[src/rtl/tll_pkg.sv]
// Package for the TINY lexer: result record, scan modes, token classes and keyword table.
`default_nettype none
package tll_pkg;

  // Scan modes of the lexer.
  typedef enum logic [1:0] {
    MODE_IDLE    = 2'd0,
    MODE_IDENT   = 2'd1,
    MODE_NUMBER  = 2'd2,
    MODE_COMMENT = 2'd3
  } mode_t;

  // Token class codes.
  localparam logic [4:0] CLS_IDENT   = 5'd0;
  localparam logic [4:0] CLS_KW_BASE = 5'd1;
  localparam logic [4:0] CLS_NUMBER  = 5'd9;
  localparam logic [4:0] CLS_OP_BASE = 5'd10;
  localparam logic [4:0] CLS_ILLEGAL = 5'd17;

  localparam int NUM_KW = 8;
  localparam int NUM_OP = 7;

  // Keyword spellings, first byte in the low bits, unused bytes zero.
  localparam logic [63:0] KW_TEXT [NUM_KW] = '{
    64'h0000_0000_0000_6669,  // if
    64'h0000_0000_6e65_6874,  // then
    64'h0000_0000_6573_6c65,  // else
    64'h0000_0000_0064_6e65,  // end
    64'h0000_7461_6570_6572,  // repeat
    64'h0000_006c_6974_6e75,  // until
    64'h0000_0000_6461_6572,  // read
    64'h0000_0065_7469_7277   // write
  };
  localparam logic [3:0] KW_LEN [NUM_KW] = '{
    4'd2, 4'd4, 4'd4, 4'd3, 4'd6, 4'd5, 4'd4, 4'd5
  };

  // Single-byte operators in class order.
  localparam logic [7:0] OP_CHAR [NUM_OP] = '{
    8'h2b, 8'h2d, 8'h2a, 8'h2f, 8'h3d, 8'h3c, 8'h3b
  };

  localparam logic [7:0] CH_SPACE   = 8'h20;
  localparam logic [7:0] CH_TAB     = 8'h09;
  localparam logic [7:0] CH_NEWLINE = 8'h0a;
  localparam logic [7:0] CH_LBRACE  = 8'h7b;
  localparam logic [7:0] CH_RBRACE  = 8'h7d;

  // One result word.
  typedef struct packed {
    logic [4:0]  token_class;
    logic [63:0] token_text;
    logic [3:0]  token_length;
    logic        truncated;
    logic [15:0] line_number;
    logic        last_of_run;
  } result_t;

  // What the scanner offers for the current byte.
  typedef struct packed {
    logic [1:0] count;
    result_t    first;
    result_t    second;
  } scan_out_t;

  function automatic logic is_letter(input logic [7:0] c);
    return (c >= 8'h61 && c <= 8'h7a) || (c >= 8'h41 && c <= 8'h5a);
  endfunction

  function automatic logic is_digit(input logic [7:0] c);
    return c >= 8'h30 && c <= 8'h39;
  endfunction

  // Class of a finished identifier: a keyword class or plain identifier.
  function automatic logic [4:0] kw_class(input logic [63:0] text, input logic [3:0] len);
    logic [4:0] cls;
    cls = CLS_IDENT;
    for (int i = 0; i < NUM_KW; i++) begin
      if (text == KW_TEXT[i] && len == KW_LEN[i]) begin
        cls = CLS_KW_BASE + 5'(i);
      end
    end
    return cls;
  endfunction

  // Class of a lone byte: an operator class or illegal.
  function automatic logic [4:0] byte_class(input logic [7:0] c);
    logic [4:0] cls;
    cls = CLS_ILLEGAL;
    for (int i = 0; i < NUM_OP; i++) begin
      if (c == OP_CHAR[i]) begin
        cls = CLS_OP_BASE + 5'(i);
      end
    end
    return cls;
  endfunction

endpackage
`default_nettype wire

[src/rtl/tll_char_if.sv]
// Input channel of the lexer: one source byte or an end-of-input mark per word.
`default_nettype none
interface tll_char_if;
  logic       valid;
  logic       ready;
  logic [7:0] char_in;
  logic       end_of_input;

  modport source (output valid, output char_in, output end_of_input, input ready);
  modport sink (input valid, input char_in, input end_of_input, output ready);
endinterface
`default_nettype wire

[src/rtl/tll_token_if.sv]
// Output channel of the lexer: one token per word.
`default_nettype none
interface tll_token_if;
  logic        valid;
  logic        ready;
  logic [4:0]  token_class;
  logic [63:0] token_text;
  logic [3:0]  token_length;
  logic        truncated;
  logic [15:0] line_number;
  logic        last_of_run;

  modport source (output valid, output token_class, output token_text, output token_length,
                  output truncated, output line_number, output last_of_run, input ready);
  modport sink (input valid, input token_class, input token_text, input token_length,
                input truncated, input line_number, input last_of_run, output ready);
endinterface
`default_nettype wire

[src/rtl/tll_scan.sv]
// Scanner core: scan mode, word buffer and line count, with the tokens each byte yields.
`default_nettype none
module tll_scan
  import tll_pkg::*;
#(
  parameter int MAX_TOKEN = 8,
  parameter int LINE_BITS = 16
) (
  input  wire logic       clk,
  input  wire logic       rst,
  input  wire logic       step,
  input  wire logic [7:0] char_in,
  input  wire logic       end_of_input,
  output scan_out_t       scan
);

  localparam int LEN_BITS = $clog2(MAX_TOKEN + 1);
  localparam int IDX_BITS = $clog2(MAX_TOKEN);
  localparam int LW       = (LINE_BITS > 16) ? LINE_BITS : 16;

  mode_t                mode, mode_next;
  logic [7:0]           word_buf [MAX_TOKEN];
  logic [7:0]           word_buf_next [MAX_TOKEN];
  logic [LEN_BITS-1:0]  word_len, word_len_next;
  logic                 word_ovf, word_ovf_next;
  logic [LINE_BITS-1:0] line_count, line_count_next;

  logic [8*MAX_TOKEN-1:0] text_w;
  logic [63:0]            word_text;
  logic [LW-1:0]          line_wide;
  logic [15:0]            line_sat;
  result_t                flush_rec;
  result_t                lone_rec;
  logic [LINE_BITS-1:0]   line_inc;

  // Pending word as text, bytes past its length cleared.
  always_comb begin
    text_w = '0;
    for (int i = 0; i < MAX_TOKEN; i++) begin
      if (LEN_BITS'(i) < word_len) begin
        text_w[8*i +: 8] = word_buf[i];
      end
    end
    word_text = 64'(text_w);
  end

  // Line number as reported, saturating at the 16-bit limit.
  assign line_wide = LW'(line_count);
  assign line_sat  = (line_wide > LW'(17'h0ffff)) ? 16'hffff : line_wide[15:0];
  assign line_inc  = (line_count == '1) ? line_count : line_count + LINE_BITS'(1);

  // Token for the word being closed.
  always_comb begin
    flush_rec              = '0;
    flush_rec.token_text   = word_text;
    flush_rec.token_length = 4'(word_len);
    flush_rec.truncated    = word_ovf;
    flush_rec.line_number  = line_sat;
    if (mode == MODE_NUMBER) begin
      flush_rec.token_class = CLS_NUMBER;
    end else if (word_ovf) begin
      flush_rec.token_class = CLS_IDENT;
    end else begin
      flush_rec.token_class = kw_class(word_text, 4'(word_len));
    end
  end

  // Token for a byte that stands alone (operator or illegal).
  always_comb begin
    lone_rec              = '0;
    lone_rec.token_class  = byte_class(char_in);
    lone_rec.token_text   = 64'(char_in);
    lone_rec.token_length = 4'd1;
    lone_rec.line_number  = line_sat;
  end

  // Next state and tokens for the current byte.
  always_comb begin
    logic flush;
    logic fresh;
    logic append;
    logic lone;

    flush  = 1'b0;
    fresh  = 1'b0;
    append = 1'b0;
    lone   = 1'b0;

    mode_next       = mode;
    word_buf_next   = word_buf;
    word_len_next   = word_len;
    word_ovf_next   = word_ovf;
    line_count_next = line_count;

    if (end_of_input) begin
      flush         = (mode == MODE_IDENT) || (mode == MODE_NUMBER);
      mode_next     = MODE_IDLE;
      word_len_next = '0;
      word_ovf_next = 1'b0;
    end else begin
      unique case (mode)
        MODE_COMMENT: begin
          if (char_in == CH_RBRACE) begin
            mode_next = MODE_IDLE;
          end else if (char_in == CH_NEWLINE) begin
            line_count_next = line_inc;
          end
        end
        MODE_IDENT: begin
          if (is_letter(char_in)) begin
            append = 1'b1;
          end else begin
            flush = 1'b1;
            fresh = 1'b1;
          end
        end
        MODE_NUMBER: begin
          if (is_digit(char_in)) begin
            append = 1'b1;
          end else begin
            flush = 1'b1;
            fresh = 1'b1;
          end
        end
        MODE_IDLE: begin
          fresh = 1'b1;
        end
        default: begin
          fresh = 1'b1;
        end
      endcase
    end

    // A word that continues takes the byte, or notes the overflow.
    if (append) begin
      if (word_len < LEN_BITS'(MAX_TOKEN)) begin
        word_buf_next[word_len[IDX_BITS-1:0]] = char_in;
        word_len_next = word_len + LEN_BITS'(1);
      end else begin
        word_ovf_next = 1'b1;
      end
    end

    // A closed word resets the buffer before the byte is scanned afresh.
    if (flush && !end_of_input) begin
      mode_next     = MODE_IDLE;
      word_len_next = '0;
      word_ovf_next = 1'b0;
    end

    // Scanning a byte from the idle mode.
    if (fresh) begin
      if (is_letter(char_in) || is_digit(char_in)) begin
        mode_next        = is_letter(char_in) ? MODE_IDENT : MODE_NUMBER;
        word_buf_next[0] = char_in;
        word_len_next    = LEN_BITS'(1);
        word_ovf_next    = 1'b0;
      end else if (char_in == CH_LBRACE) begin
        mode_next = MODE_COMMENT;
      end else if (char_in == CH_SPACE || char_in == CH_TAB) begin
        mode_next = MODE_IDLE;
      end else if (char_in == CH_NEWLINE) begin
        line_count_next = line_inc;
      end else begin
        lone = 1'b1;
      end
    end

    // Pack the tokens in order, marking the last one.
    scan        = '0;
    scan.count  = 2'(flush) + 2'(lone);
    if (flush) begin
      scan.first = flush_rec;
      if (lone) begin
        scan.second             = lone_rec;
        scan.second.last_of_run = 1'b1;
      end else begin
        scan.first.last_of_run = 1'b1;
      end
    end else if (lone) begin
      scan.first             = lone_rec;
      scan.first.last_of_run = 1'b1;
    end
  end

  // Control state.
  always_ff @(posedge clk) begin
    if (rst) begin
      mode       <= MODE_IDLE;
      word_len   <= '0;
      word_ovf   <= 1'b0;
      line_count <= LINE_BITS'(1);
    end else if (step) begin
      mode       <= mode_next;
      word_len   <= word_len_next;
      word_ovf   <= word_ovf_next;
      line_count <= line_count_next;
    end
  end

  // Word buffer, read only below the word length.
  always_ff @(posedge clk) begin
    if (step) begin
      word_buf <= word_buf_next;
    end
  end

endmodule
`default_nettype wire

[src/rtl/tiny_language_lexer_unit.sv]
// Top level of the TINY lexer: input register, scanner and two-entry token queue.
//
//   channel  dir  word
//   chars    in   char_in[7:0], end_of_input
//   tokens   out  token_class, token_text, token_length, truncated, line_number, last_of_run
//
// One source byte is taken per cycle while chars.ready is high; a byte yields at
// most two tokens. Each byte is scanned from the input register and its tokens queued.
// A byte that yields two tokens waits in the input register whenever the queue
// already holds two tokens, since the queue drains at most one word per cycle.
// Reset clears the scan mode, word length and overflow and sets the line count to one.
// A stalled token side fills the queue, then the input register, then drops chars.ready.
`default_nettype none
module tiny_language_lexer_unit
  import tll_pkg::*;
#(
  parameter int MAX_TOKEN = 8,
  parameter int LINE_BITS = 16
) (
  input  wire logic    clk,
  input  wire logic    rst,
  tll_char_if.sink     chars,
  tll_token_if.source  tokens
);

  logic       hold_valid;
  logic [7:0] hold_char;
  logic       hold_eoi;

  scan_out_t  scan;
  logic       fire;
  logic       pop;

  result_t    queue [2];
  result_t    queue_next [2];
  logic [1:0] queue_count, queue_count_next;
  logic [1:0] kept;
  logic [2:0] needed;

  // The held byte is scanned once the queue can take all its tokens.
  assign pop    = tokens.ready && (queue_count != 2'd0);
  assign kept   = queue_count - 2'(pop);
  assign needed = 3'(kept) + 3'(scan.count);
  assign fire   = hold_valid && (needed <= 3'd2);

  assign chars.ready = !hold_valid || fire;

  // Input register.
  always_ff @(posedge clk) begin
    if (rst) begin
      hold_valid <= 1'b0;
    end else if (chars.ready) begin
      hold_valid <= chars.valid;
    end
  end

  always_ff @(posedge clk) begin
    if (chars.ready && chars.valid) begin
      hold_char <= chars.char_in;
      hold_eoi  <= chars.end_of_input;
    end
  end

  tll_scan #(
    .MAX_TOKEN (MAX_TOKEN),
    .LINE_BITS (LINE_BITS)
  ) u_scan (
    .clk          (clk),
    .rst          (rst),
    .step         (fire),
    .char_in      (hold_char),
    .end_of_input (hold_eoi),
    .scan         (scan)
  );

  // Token queue: pop the head, then append new tokens behind what is kept.
  always_comb begin
    queue_next[0] = pop ? queue[1] : queue[0];
    queue_next[1] = queue[1];
    if (fire) begin
      if (scan.count != 2'd0) begin
        queue_next[kept[0]] = scan.first;
      end
      if (scan.count == 2'd2) begin
        queue_next[1] = scan.second;
      end
    end
    queue_count_next = fire ? needed[1:0] : kept;
  end

  always_ff @(posedge clk) begin
    if (rst) begin
      queue_count <= 2'd0;
    end else begin
      queue_count <= queue_count_next;
    end
  end

  always_ff @(posedge clk) begin
    queue <= queue_next;
  end

  // Head of the queue drives the token channel.
  assign tokens.valid        = queue_count != 2'd0;
  assign tokens.token_class  = queue[0].token_class;
  assign tokens.token_text   = queue[0].token_text;
  assign tokens.token_length = queue[0].token_length;
  assign tokens.truncated    = queue[0].truncated;
  assign tokens.line_number  = queue[0].line_number;
  assign tokens.last_of_run  = queue[0].last_of_run;

endmodule
`default_nettype wire

[src/flat_wrapper.sv]
// flat-port wrapper written by rule: the top's interface ports become plain ports
module tiny_language_lexer_unit_flat import tll_pkg::*;
#(
  parameter int MAX_TOKEN = 8,
  parameter int LINE_BITS = 16
)
  (clk, rst, chars_valid, chars_char_in, chars_end_of_input, chars_ready, tokens_valid, tokens_token_class, tokens_token_text, tokens_token_length, tokens_truncated, tokens_line_number, tokens_last_of_run, tokens_ready);
  tll_char_if chars_i ();
  tll_token_if tokens_i ();
  input  wire logic clk;
  input  wire logic rst;
  input wire logic [$bits(chars_i.valid)-1:0] chars_valid;
  input wire logic [$bits(chars_i.char_in)-1:0] chars_char_in;
  input wire logic [$bits(chars_i.end_of_input)-1:0] chars_end_of_input;
  output wire logic [$bits(chars_i.ready)-1:0] chars_ready;
  output wire logic [$bits(tokens_i.valid)-1:0] tokens_valid;
  output wire logic [$bits(tokens_i.token_class)-1:0] tokens_token_class;
  output wire logic [$bits(tokens_i.token_text)-1:0] tokens_token_text;
  output wire logic [$bits(tokens_i.token_length)-1:0] tokens_token_length;
  output wire logic [$bits(tokens_i.truncated)-1:0] tokens_truncated;
  output wire logic [$bits(tokens_i.line_number)-1:0] tokens_line_number;
  output wire logic [$bits(tokens_i.last_of_run)-1:0] tokens_last_of_run;
  input wire logic [$bits(tokens_i.ready)-1:0] tokens_ready;
  assign chars_i.valid = chars_valid;
  assign chars_i.char_in = chars_char_in;
  assign chars_i.end_of_input = chars_end_of_input;
  assign chars_ready = chars_i.ready;
  assign tokens_valid = tokens_i.valid;
  assign tokens_token_class = tokens_i.token_class;
  assign tokens_token_text = tokens_i.token_text;
  assign tokens_token_length = tokens_i.token_length;
  assign tokens_truncated = tokens_i.truncated;
  assign tokens_line_number = tokens_i.line_number;
  assign tokens_last_of_run = tokens_i.last_of_run;
  assign tokens_i.ready = tokens_ready;
  tiny_language_lexer_unit #(.MAX_TOKEN(MAX_TOKEN), .LINE_BITS(LINE_BITS)) u_core (.clk(clk), .rst(rst), .chars(chars_i), .tokens(tokens_i));
endmodule
[config.mk]
export PLATFORM = sky130hd
export DESIGN_NAME = tiny_language_lexer_unit_flat
export DESIGN_NICKNAME = d
export VERILOG_FILES = /design/src/rtl/tll_pkg.sv /design/src/rtl/tll_char_if.sv /design/src/rtl/tll_token_if.sv /design/src/rtl/tll_scan.sv /design/src/rtl/tiny_language_lexer_unit.sv /design/src/flat_wrapper.sv
export SDC_FILE = /design/constraint.sdc
export NUM_CORES = 1
export LEC_CHECK = 0
export ABC_AREA = 1
export BUFFER_PORTS_ARGS = -buffer_cell sky130_fd_sc_hd__clkbuf_2
export CAP_MARGIN = 40
export CORE_MARGIN = 1.5
export CORE_UTILIZATION = 50
export DETAILED_ROUTE_END_ITERATION = 8
export GPL_TIMING_DRIVEN = 0
export HOLD_SLACK_MARGIN = 0.05
export PLACE_DENSITY = 0.69
export SYNTH_ARGS = -nofsm -noshare
export SYNTH_HDL_FRONTEND = slang
export SYNTH_SLANG_ARGS = --single-unit
[constraint.sdc]
create_clock -name clk -period 13.38 [get_ports clk]
set_input_delay 2.676 -clock clk [delete_from_list [all_inputs] [get_ports clk]]
set_output_delay 2.676 -clock clk [all_outputs]
set_load 0.01 [all_outputs]
==> results.md <==
STA:
- In this run the tightest slew margin relative to its limit is 38.7%.
- The routed design could run at a clock period as short as about 9.6 ns.
- The setup skew after layout is around 0.025 ns.
- The worst hold slack is roughly 0.55 ns.
- Setup violations remaining at the end of the flow were counted as 0.
- Static timing analysis puts the maximum clock frequency at 104 MHz.
- Setup repair after global routing left no endpoint under its margin.
- After layout, the worst setup slack is between 3 and 4 ns.
- The count of endpoints failing hold in the final timing report is 0.
- At the pin with the least slew margin, the transition time is 0.919 ns.
- The final cycle utilization of the critical path is approximately 72%.
- The number of slew-limit violations in the final report is 0.

Route:
- The routed design has 50400 um of wire.
- The number of nets still failing antenna checks after routing is 0.
- The detail-routed via count per cell is between 5 and 6.
- In the routed design, unresolved DRC markers number 0.
- The initial DRC count is between 1500 and 2000.
- The total number of vias is 15000.
- Dividing the detail-routed wire length by the instance count gives approximately 19 um.
- The first TritonRoute pass finished after 8 iterations.

Synthesis:
- The Yosys step of the flow raised 0 warnings.
- The combinational family with the most area after synthesis is simple AND/OR/NAND/NOR gates.
- The sequential share of the synthesized area is a little under half.
- Among all flip-flop cells after synthesis, the most frequent one is edfxtp_1.
- The compound-cell area share of the yosys netlist is between 10 and 15%.
- The synthesized design contains approximately 160 enable-type register cells.
- The multiplexer share of the synthesized area is 0.891%.
- After synthesis, the mean cell area works out to about 7.4 sq um.
- Counting every instance in the synthesized netlist gives 2116.
- The top cell type's share of synthesized area is around 31%.
- By area the synthesized netlist is led by edfxtp_1 (31%), nand2_1 (17%), dfxtp_1 (15%), o21ai_0 (5.6%), buf_4 (4.8%).
- The number of nets in the synthesized netlist is ~2100.
- The area fraction in and, or, nand and nor cells after synthesis is 27.2%.
- The proportion of register bits with asynchronous set or reset after synthesis is 0%.
- Counting flops and latches in the post-synthesis netlist gives ~280.
- After synthesis, the netlist uses 40 different library cells.
- The largest total area in the synthesized netlist belongs to edfxtp_1.
- Of the total synthesized cell area, the portion taken by XOR and XNOR cells is 0.390%.
- Summing the areas of all fa, ha and maj instances in the mapped netlist gives under 10% of the synthesized area.
- Summing every instance area after synthesis gives between 15000 and 20000 sq um.

Die:
- The initialized floorplan defines 64 standard-cell rows.
- The die is approximately 180 um tall.
- The die extent in x is ~180 um.
- The initial core utilization is about half.
- The core footprint is approximately 31000 sq um.
- Pin placement for this block handled 106 I/O pins.
- The die footprint is about 33000 sq um.

Critical path:
- The highest net fanout along the worst path is 10.
- STA classifies the critical path endpoint as an output pin.
- The worst endpoint data arrival time is roughly 6.9 ns.
- STA puts the critical path data required time at around 11 ns.
- The startpoint-to-endpoint class of the critical path is in -> out.
- The worst setup path is launched from an input port.

Cells and area:
- For this run, the post-layout net count is roughly 2300.
- The number of antenna diodes in the final layout is 0.
- The number of cells in the finished layout apart from fillers is ~2700.
- The area overhead of the layout relative to synthesis is 13.8%.
- The cell area after layout is around 18000 sq um.
- The filler cells instantiated in the layout total 2926.
- In the final layout, the share of cells above drive strength 1 is 14.7%.
- The core utilization of the finished layout is between 50% and 60%.

Global route:
- The via count of the first global-routing pass is 13900.
- The global-route congestion overflow total is 0.
- The first global-routing pass estimated a little under 80000 um of wire.
- The total global-route track usage is 30.7%.
- The largest net degree at the start of global routing is 29.
- The number of antenna violations at the first check in global routing is 0.

Clocking:
- Clock-pin slew was measured on the worst setup and hold paths at around 0.06 ns.
- The maximum level of the CTS H-tree is 1.
- The post-cts resize count is 0.
- Once the clock tree was built, the setup fixing pass inserted 0 buffers.
- The clock drives 281 sinks.
- The root buffer cell is clkbuf_16.
- Counting along the longest clock path gives a buffer depth of 3.
- Clock tree synthesis inserted a total of 31 buffers.
- TritonCTS built the clock tree.
- The source-to-sink clock delay at the later pin of the worst-skew pair is 0.58 ns.
- The number of buffers inserted by hold repair at cts is 0.

Place:
- The total placed instance area is ~17000 sq um.
- The half-perimeter wire length after detailed placement is 37100 um.
- Routability-driven placement finished with a final weighted congestion of 0.978.
- Once placement completed, the tool counted placed cells totaling around 2600.
- Port buffering added roughly 100 buffers.
- The pre-CTS setup slack is 3.90 ns.

Flow run:
- Across the run, the number of max-cap violations was 0.

Status:
- The run finished with clean final reports.

Power:
- The maximum resistive drop on vdd is 0.129 mV.
- The analysis attributes to cell leakage a power of 7.77 nW.
- The power density relative to cell area is about 210 nW/um^2.

Min path:
- In this run the worst hold path is classified as reg -> reg.
-- critical path: stages --
cell and delay [ns]:
clkbuf_2 0.08, nand2_1 0.08, clkinv_1 0.14, clkbuf_1 0.69
ha_1 0.42, inv_2 0.23, clkbuf_1 0.50, clkbuf_1 0.49
ha_1 0.24, inv_1 0.05, fa_1 0.46, o21ai_1 0.44
inv_1 0.08, nor2_1 0.13, inv_1 0.07, clkbuf_2 0.12
-- cells in the final DEF, fill, tap and decap left out, drive strengths merged, types with 16 or more instances in the layout --
| master | netlist | layout |
|---|---|---|
| nand2 | 727 | 727 |
| clkbuf | 73 | 219 |
| o21ai | 205 | 205 |
| nor2 | 197 | 197 |
| edfxtp | 164 | 164 |
| buf | 133 | 147 |
| inv | 145 | 146 |
| a21oi | 119 | 119 |
| dfxtp | 117 | 117 |
| nand3 | 84 | 84 |
| a31oi | 41 | 41 |
| nor3 | 26 | 26 |
| nand4 | 18 | 18 |
| ha | 16 | 16 |
-- routing by layer --
layer  global-route usage [%]  wire, um  part of all wire, %
met1                     43.6     21700                   43
met2                     46.4     21400                   43
met3                     5.88      5410                   11
met4                     11.4      1830                  3.6
met5                        0         0                    0
-- area by class of cell --
class | count | area [sq um] | share of cell area [%]
Clock inverter | 15 | 133 | 0.741
Clock buffer | 42 | 867 | 4.84
Buffer | 206 | 1200 | 6.69
Sequential cell | 281 | 7270 | 40.6
Tap cell | 396 | 495 | 2.77
Inverter | 148 | 558 | 3.12
Multi-Input combinational cell | 1481 | 6730 | 37.6
Timing Repair Buffer | 118 | 662 | 3.70
-- stage by stage --
stage                     power, mW  setup TNS [ns]
after global routing           4.06               0
final                          3.84               0
after floorplan                2.41               0
after CTS                      3.81               0
after global placement         2.92         -169.09
after detailed placement       2.97               0
-- logic make-up (layout without fill, tap and decap cells) --
| family | Yosys count | after routing |
|---|---|---|
| buf+inv | 354 | 529 |
| simple gates | 1062 | 1062 |
| xor+xnor | 7 | 7 |
| compound gates | 381 | 381 |
| fa+ha+maj | 17 | 17 |
| flops | 281 | 281 |
| mux | 14 | 14 |
-- power by group --
group / total, mW / internal (mW) / switching [mW]
clock: 0.847 / 0.490 / 0.357
combinational: 1.67 / 0.587 / 1.08
sequential: 1.32 / 1.19 / 0.132
total: 3.84 / 2.26 / 1.57
-- path summary, 6_finish.rpt --
| kind | start | end | slack [ns] | cells past startpoint |
|---|---|---|---|---|
| worst min-delay path | u_core.u_scan.word_buf[62] | u_core.u_scan.word_buf[62] | 0.55 | 2 |
| worst max register to register | u_core.queue_count[1] | u_core.tokens.token_text[47] | 6.42 | 22 |
| worst min register to register | u_core.u_scan.word_buf[62] | u_core.u_scan.word_buf[62] | 0.55 | 2 |
| worst max-delay path | tokens_ready | chars_ready | 3.79 | 16 |
-- cell usage after synthesis, types with 5 or more instances --
library cell,instances
nand2_1,718
nand2_2,8
nand3_1,84
nor2_1,186
o21ai_1,27
o21ai_0,176
ha_1,16
inv_2,7
nor2_2,8
a31oi_1,41
nor3_1,24
mux2i_1,14
buf_4,100
buf_2,28
clkbuf_1,73
inv_1,137
edfxtp_1,164
a21oi_1,119
dfxtp_1,117
o22ai_1,9
xor2_1,5
nand4_1,18
(Power assumes the default switching activity.)
